[src/rtl/core/sps_pkg.sv]
// Shared constants, codes and controller/datapath interface types for the prime sieve.
package sps_pkg;

    localparam int unsigned SEG_MAX_BYTES = 1024;
    localparam int unsigned STORE_DEPTH   = 4096;
    localparam int unsigned VALUE_BITS    = 40;

    localparam int unsigned PRIME_W    = 40;
    localparam int unsigned IN_DATA_W  = 8;
    localparam int unsigned OUT_USER_W = 2;
    localparam int unsigned CFG_IDX_W  = 8;
    localparam int unsigned CFG_DATA_W = 32;
    localparam int unsigned SEG_BYTES_W = 11;
    localparam int unsigned SEG_LIMIT_W = 32;

    localparam logic [SEG_BYTES_W-1:0] SEG_BYTES_RST = 11'd1024;

    localparam logic [CFG_IDX_W-1:0] CFG_SEG_BYTES = 8'd0;
    localparam logic [CFG_IDX_W-1:0] CFG_SEG_LIMIT = 8'd1;

    typedef enum logic [1:0] {
        KIND_RESTART,
        KIND_EXHAUSTED,
        KIND_PRIME
    } kind_t;

    typedef struct packed {
        logic  clr_all;
        logic  calc_base;
        logic  clr_start;
        logic  clr_step;
        logic  k_zero;
        logic  store_rd;
        logic  div_start;
        logic  mark_init;
        logic  mark_step;
        logic  k_inc;
        logic  seg_ready;
        logic  seg_next;
        logic  scan_rd;
        logic  scan_test;
        logic  out_load;
        kind_t kind;
    } sps_cmd_t;

    typedef struct packed {
        logic seg_ready;
        logic no_more;
        logic clr_last;
        logic k_done;
        logic p_small;
        logic div_done;
        logic mark_done;
        logic scan_end;
        logic found;
        logic out_free;
    } sps_stat_t;

endpackage

[src/rtl/core/sps_ctrl.sv]
// Sieve sequencer: request handling, segment preparation, scanning and result hand-off.
module sps_ctrl (
    input  logic               aclk,
    input  logic               aresetn,
    input  logic               s_tvalid,
    output logic               s_tready,
    input  logic               restart,
    output sps_pkg::sps_cmd_t  cmd,
    input  sps_pkg::sps_stat_t stat
);

    typedef enum logic [11:0] {
        ST_IDLE  = 12'b0000_0000_0001,
        ST_BASE  = 12'b0000_0000_0010,
        ST_CHECK = 12'b0000_0000_0100,
        ST_CLEAR = 12'b0000_0000_1000,
        ST_PRD   = 12'b0000_0001_0000,
        ST_PCAP  = 12'b0000_0010_0000,
        ST_DIV   = 12'b0000_0100_0000,
        ST_MARKS = 12'b0000_1000_0000,
        ST_SCRD  = 12'b0001_0000_0000,
        ST_SCT   = 12'b0010_0000_0000,
        ST_MARKP = 12'b0100_0000_0000,
        ST_EMIT  = 12'b1000_0000_0000
    } state_t;

    state_t                state_reg, state_next;
    sps_pkg::kind_t        kind_reg, kind_next;

    assign s_tready = (state_reg == ST_IDLE);

    always_comb begin
        state_next = state_reg;
        kind_next  = kind_reg;
        cmd        = '0;
        cmd.kind   = kind_reg;
        unique case (state_reg)
            ST_IDLE: begin
                if (s_tvalid) begin
                    if (restart) begin
                        cmd.clr_all = 1'b1;
                        kind_next   = sps_pkg::KIND_RESTART;
                        state_next  = ST_EMIT;
                    end else begin
                        state_next = ST_BASE;
                    end
                end
            end
            ST_BASE: begin
                cmd.calc_base = 1'b1;
                state_next    = ST_CHECK;
            end
            ST_CHECK: begin
                if (stat.seg_ready) begin
                    state_next = ST_SCRD;
                end else if (stat.no_more) begin
                    kind_next  = sps_pkg::KIND_EXHAUSTED;
                    state_next = ST_EMIT;
                end else begin
                    cmd.clr_start = 1'b1;
                    state_next    = ST_CLEAR;
                end
            end
            ST_CLEAR: begin
                cmd.clr_step = 1'b1;
                if (stat.clr_last) begin
                    cmd.k_zero = 1'b1;
                    state_next = ST_PRD;
                end
            end
            ST_PRD: begin
                if (stat.k_done) begin
                    cmd.seg_ready = 1'b1;
                    state_next    = ST_SCRD;
                end else begin
                    cmd.store_rd = 1'b1;
                    state_next   = ST_PCAP;
                end
            end
            ST_PCAP: begin
                cmd.div_start = 1'b1;
                state_next    = ST_DIV;
            end
            ST_DIV: begin
                if (stat.div_done) begin
                    if (stat.p_small) begin
                        cmd.k_inc  = 1'b1;
                        state_next = ST_PRD;
                    end else begin
                        cmd.mark_init = 1'b1;
                        state_next    = ST_MARKS;
                    end
                end
            end
            ST_MARKS: begin
                if (stat.mark_done) begin
                    cmd.k_inc  = 1'b1;
                    state_next = ST_PRD;
                end else begin
                    cmd.mark_step = 1'b1;
                end
            end
            ST_SCRD: begin
                if (stat.scan_end) begin
                    cmd.seg_next = 1'b1;
                    state_next   = ST_BASE;
                end else begin
                    cmd.scan_rd = 1'b1;
                    state_next  = ST_SCT;
                end
            end
            ST_SCT: begin
                cmd.scan_test = 1'b1;
                if (stat.found) begin
                    kind_next  = sps_pkg::KIND_PRIME;
                    state_next = ST_MARKP;
                end else begin
                    state_next = ST_SCRD;
                end
            end
            ST_MARKP: begin
                if (stat.mark_done) begin
                    state_next = ST_EMIT;
                end else begin
                    cmd.mark_step = 1'b1;
                end
            end
            ST_EMIT: begin
                // hold until the result register can take the beat
                if (stat.out_free) begin
                    cmd.out_load = 1'b1;
                    state_next   = ST_IDLE;
                end
            end
            default: begin
                state_next = ST_IDLE;
            end
        endcase
    end

    always_ff @(posedge aclk) begin
        if (!aresetn) begin
            state_reg <= ST_IDLE;
            kind_reg  <= sps_pkg::KIND_RESTART;
        end else begin
            state_reg <= state_next;
            kind_reg  <= kind_next;
        end
    end

endmodule

[config.mk]
export PLATFORM = sky130hd
export DESIGN_NAME = sps_ctrl
export DESIGN_NICKNAME = d
export VERILOG_FILES = /design/src/rtl/core/sps_pkg.sv /design/src/rtl/core/sps_ctrl.sv
export SDC_FILE = /design/constraint.sdc
export NUM_CORES = 1
export LEC_CHECK = 0
export BUFFER_PORTS_ARGS = -buffer_cell sky130_fd_sc_hd__buf_2
export CAP_MARGIN = 20
export CORE_AREA = 2 2 40 69
export DETAILED_ROUTE_END_ITERATION = 8
export DIE_AREA = 0 0 42 71
export PLACE_DENSITY = 0.71
export SLEW_MARGIN = 20
export SYNTH_ARGS = -nofsm -noshare
export SYNTH_HDL_FRONTEND = slang
export SYNTH_SLANG_ARGS = --single-unit
export TNS_END_PERCENT = 30
[constraint.sdc]
create_clock -name aclk -period 1.9 [get_ports aclk]
set_input_delay 0.095 -clock aclk [delete_from_list [all_inputs] [get_ports aclk]]
set_output_delay 0.095 -clock aclk [all_outputs]
set_load 0.03 [all_outputs]
==> flow_summary_export.csv <==
group,metric,value,unit
synthesis,synth_compound_area_frac,0.1683,
clock_tree,htree_levels,1,
clock_tree,max-clock-path-buffers,2,
sta,period_needed,2076,ps
layout,share_of_post_route_cells_with_drive_strength_above_1,0.5701,
setup_path,reg2reg_to,"state_reg[11]",
global_routing,grt_use_met2,0.4722,
setup_path,crit_family,"simple AND/OR/NAND/NOR gates",
sta,worst_clock_skew,2.106,ps
sta,timing.fmax,481.6,MHz
route,drtIter0Drc,38,
hold_path,hold_path_depth,2,
power_and_ir_drop,power_per_cell_area,586.4,nW/um2
run_status,failed_checks,"negative setup slack",
setup_path,worstRegToRegCells,5,
synthesis,yosys_most_used_dff,"sky130_fd_sc_hd__dfxtp_1",
clock_tree,worst_setup_hold_path_clk_slew,60,ps
sta,hold_violations_final,0,
clock_tree,cts_inserted_buffers,3,
route,avgRoutedWirePerCell,18.14,um
synthesis,yosys.area.top_type_share,0.2692,
setup_path,crit_path_cell_trace,"buf_6 -> or4_4 -> nor4_4 -> nand3b_1 -> nor2_1 -> buf_4",
setup_path,r2r-start,"state_reg[3]",
synthesis,synthesis.yosys.warnings,0,
synthesis,synth_cell_type_count,43,
route,drt_wl_total,4354,um
power_and_ir_drop,seqPwrFrac,0.282,
clock_tree,cts_tree,"built",
floorplanning,coreArea,2432,um2
synthesis,post_synth.cell_area_avg,7.436,um2
sta,rsz0062_at_grt,"yes",
hold_path,holdPathEnd,"state_reg[9]",
route,via_count,1403,
place,port_buffers,31,
synthesis,synth_adder_area_share,0,
layout,flip_flop_count_of_the_largest_register_all_copies_and_words_added,12,
hold_path,timing.hold.worst.start,"stat[2]",
synthesis,post-synth-top-count-cell,"sky130_fd_sc_hd__nor2_1",
floorplanning,initial_utilization,0.4280,
setup_path,setup.worst_path.class,"flip-flop to output port",
layout,final_nets,229,
setup_path,end_kind,"output port",
layout,insertedDiodeCount,0,
synthesis,netlist_top_cells_count,"sky130_fd_sc_hd__nor2_1 (17), sky130_fd_sc_hd__dfxtp_1 (14), sky130_fd_sc_hd__nand2_1 (10)",
floorplanning,io_pins,32,
sta,final.period_utilization,1.093,
global_routing,wire_length_of_the_first_global_routing_pass,6058,um
sta,slew_worst_pin,480.6,ps
global_routing,number_of_antenna_violations_at_the_first_check_in_global_routing,0,
power_and_ir_drop,total_switching_power,376.3,uW
synthesis,synthTopCellsByArea,"sky130_fd_sc_hd__dfxtp_1 (27%), sky130_fd_sc_hd__nor2_1 (6.1%), sky130_fd_sc_hd__nor4b_1 (4.2%)",
sta,slew-limit-headroom,0.6751,
run_status,status,"finished with violations",
power_and_ir_drop,cell_internal_pwr,738.2,uW
route,detailedRoute.firstPassIterationCount,4,
layout,final_core_util,0.7814,
route,drtAntennaViolNets,0,
route,route.detailed.vias_per_inst,5.846,
power_and_ir_drop,power.leakage,0.0008639,uW
synthesis,netlist_area,1041,um2
clock_tree,ctsHoldBuffers,0,
global_routing,grt_util_all_layers,0.2603,
global_routing,groute.layer.met1.usage,0.2744,
run,maxCapViolCount,0,
clock_tree,cts.root.buffer_cell,"sky130_fd_sc_hd__clkbuf_8",
power_and_ir_drop,power.share.clock,0.264,
floorplanning,fp.dieArea,2982,um2
place,place.detailed.hpwl,2672,um
synthesis,ys_async_sr_fraction,0,
global_routing,groute.layer.met3.usage,0.03061,
setup_path,worst_ep_required_time,1800,ps
global_routing,grt_most_used_layer,"met2",
synthesis,post_synth_simple_gate_area,0.4435,
place,place.gp.congestion,0.8472,
synthesis,number_of_flops_mapped_to_enable_cells_by_yosys,0,
sta,totalNegativeSetupSlack,-2091,ps
setup_path,crit_cells,6,
synthesis,post_synth_xor_xnor_area,0.05048,
synthesis,synth_cells,140,
synthesis,seq_area_frac_synth,0.2692,
place,pre_cts_ws,-172.4,ps
sta,finalWorstSetupSlack,-176.3,ps
synthesis,yosys-mux-area-fraction,0,
synthesis,synth_seq_cells,14,
clock_tree,clk-insertion-delay-late,250,ps
power_and_ir_drop,power.ir.vdd_worst,0.0004652,V
global_routing,grt_pass1_vias,1402,
floorplanning,dieWidth,42,um
route,remaining_drc_errors,0,
clock_tree,clock_sink_count,14,
power_and_ir_drop,sw_frac_of_total,0.3376,
sta,setup-violations-final,19,
setup_path,setup.worst_path.start_class,"flip-flop",
setup_path,cp_slowest_cell,"sky130_fd_sc_hd__or4_4",
layout,area_growth_from_synthesis_to_layout,82.57,%
power_and_ir_drop,combPwrFrac,0.455,
synthesis,synth.net_count,154,
synthesis,main_combinational_cell_family_by_area_after_synthesis,"simple AND/OR/NAND/NOR gates",
floorplanning,floorplan.die.height,71,um
floorplanning,rows,24,
setup_path,critPathBufInv,2,
global_routing,grt_max_degree,11,
setup_path,worst-endpoint-arrival,1980,ps
hold_path,worstHoldPathType,"primary input to flip-flop",
setup_path,r2r_setup_slack,-180,ps
sta,timing.final.max_slew_violations,0,
global_routing,globalRoute.totalOverflow,0,
synthesis,netlist.top_cell.by_area,"sky130_fd_sc_hd__dfxtp_1",
setup_path,cpPeakStageDelay,500,ps
setup_path,worst-path-max-fanout,3,
## metrics by stage
| step | std cells | power (uW) | instance area, um2 | hold WS [ps] |
|---|---|---|---|---|
| after floorplan | 140 | 532.6 | 1072 | 172.1 |
| after global placement | 220 | 668.9 | 1451 | 291.2 |
| after detailed placement | 220 | 677.2 | 1451 | 293.3 |
| after CTS | 231 | 1017 | 1692 | 32.96 |
| after global routing | 240 | 1154 | 1901 | 63.44 |
| final | 240 | 1115 | 1901 | 48.79 |
## cell families after synthesis
logic type	Yosys count
flip-flops	14
buffers and inverters	16
XOR/XNOR	6
AO/OA/AOI/OAI	26
AND/OR/NAND/NOR	78
## layout by cell type, fill, tap and decap left out, types with 5 or more instances in the layout
| cell | netlist | routed |
|---|---|---|
| sky130_fd_sc_hd__buf_4 | 1 | 40 |
| sky130_fd_sc_hd__buf_6 | 1 | 23 |
| sky130_fd_sc_hd__buf_2 | 0 | 16 |
| sky130_fd_sc_hd__nor2_1 | 17 | 11 |
| sky130_fd_sc_hd__nand2_1 | 10 | 8 |
| sky130_fd_sc_hd__dfxtp_1 | 14 | 8 |
| sky130_fd_sc_hd__inv_1 | 7 | 7 |
| sky130_fd_sc_hd__nand4_1 | 6 | 6 |
| sky130_fd_sc_hd__or4_4 | 2 | 5 |
| sky130_fd_sc_hd__dfxtp_2 | 0 | 5 |
## layout make-up
class / instances / area [um2]
multi-input cells: 110 / 857.1
repair buffers: 79 / 639.4
clock buffers: 4 / 55.05
well taps: 26 / 32.53
fillers: 155 / 531.8
inverters: 7 / 26.28
flip-flops and latches: 14 / 290.3
## power by group through the flow
stage | clock network [uW] | logic [uW] | registers, uW
global placement | 0 | 351 | 318
global route | 301 | 538 | 315
floorplan | 0 | 216 | 317
detailed placement | 0 | 358 | 319
finish | 294 | 507 | 314
CTS | 300 | 403 | 314
## metal layers
| layer | part of all wire | vias to the layer above |
|---|---|---|
| li1 | - | 663 |
| met1 | 0.36 | 648 |
| met2 | 0.54 | 68 |
| met3 | 0.047 | 24 |
| met4 | 0.049 | 0 |
| met5 | 0 | - |
## worst max path at each step
stage                            start       endpoint  slack (ps)
final                     state_reg[9]         cmd[6]        -180
after detailed placement  state_reg[0]  state_reg[11]        -170
after global routing      state_reg[9]         cmd[6]        -260
after global placement    state_reg[0]  state_reg[11]        -120
after floorplan           state_reg[1]  state_reg[11]        -180
after CTS                 state_reg[3]         cmd[6]        -140
## timing repair
item	CTS	global route
gates resized for setup	40	44
pin swaps	6	9
setup buffers	7	9
setup endpoints to repair	23	24
(Power assumes the default switching activity.)
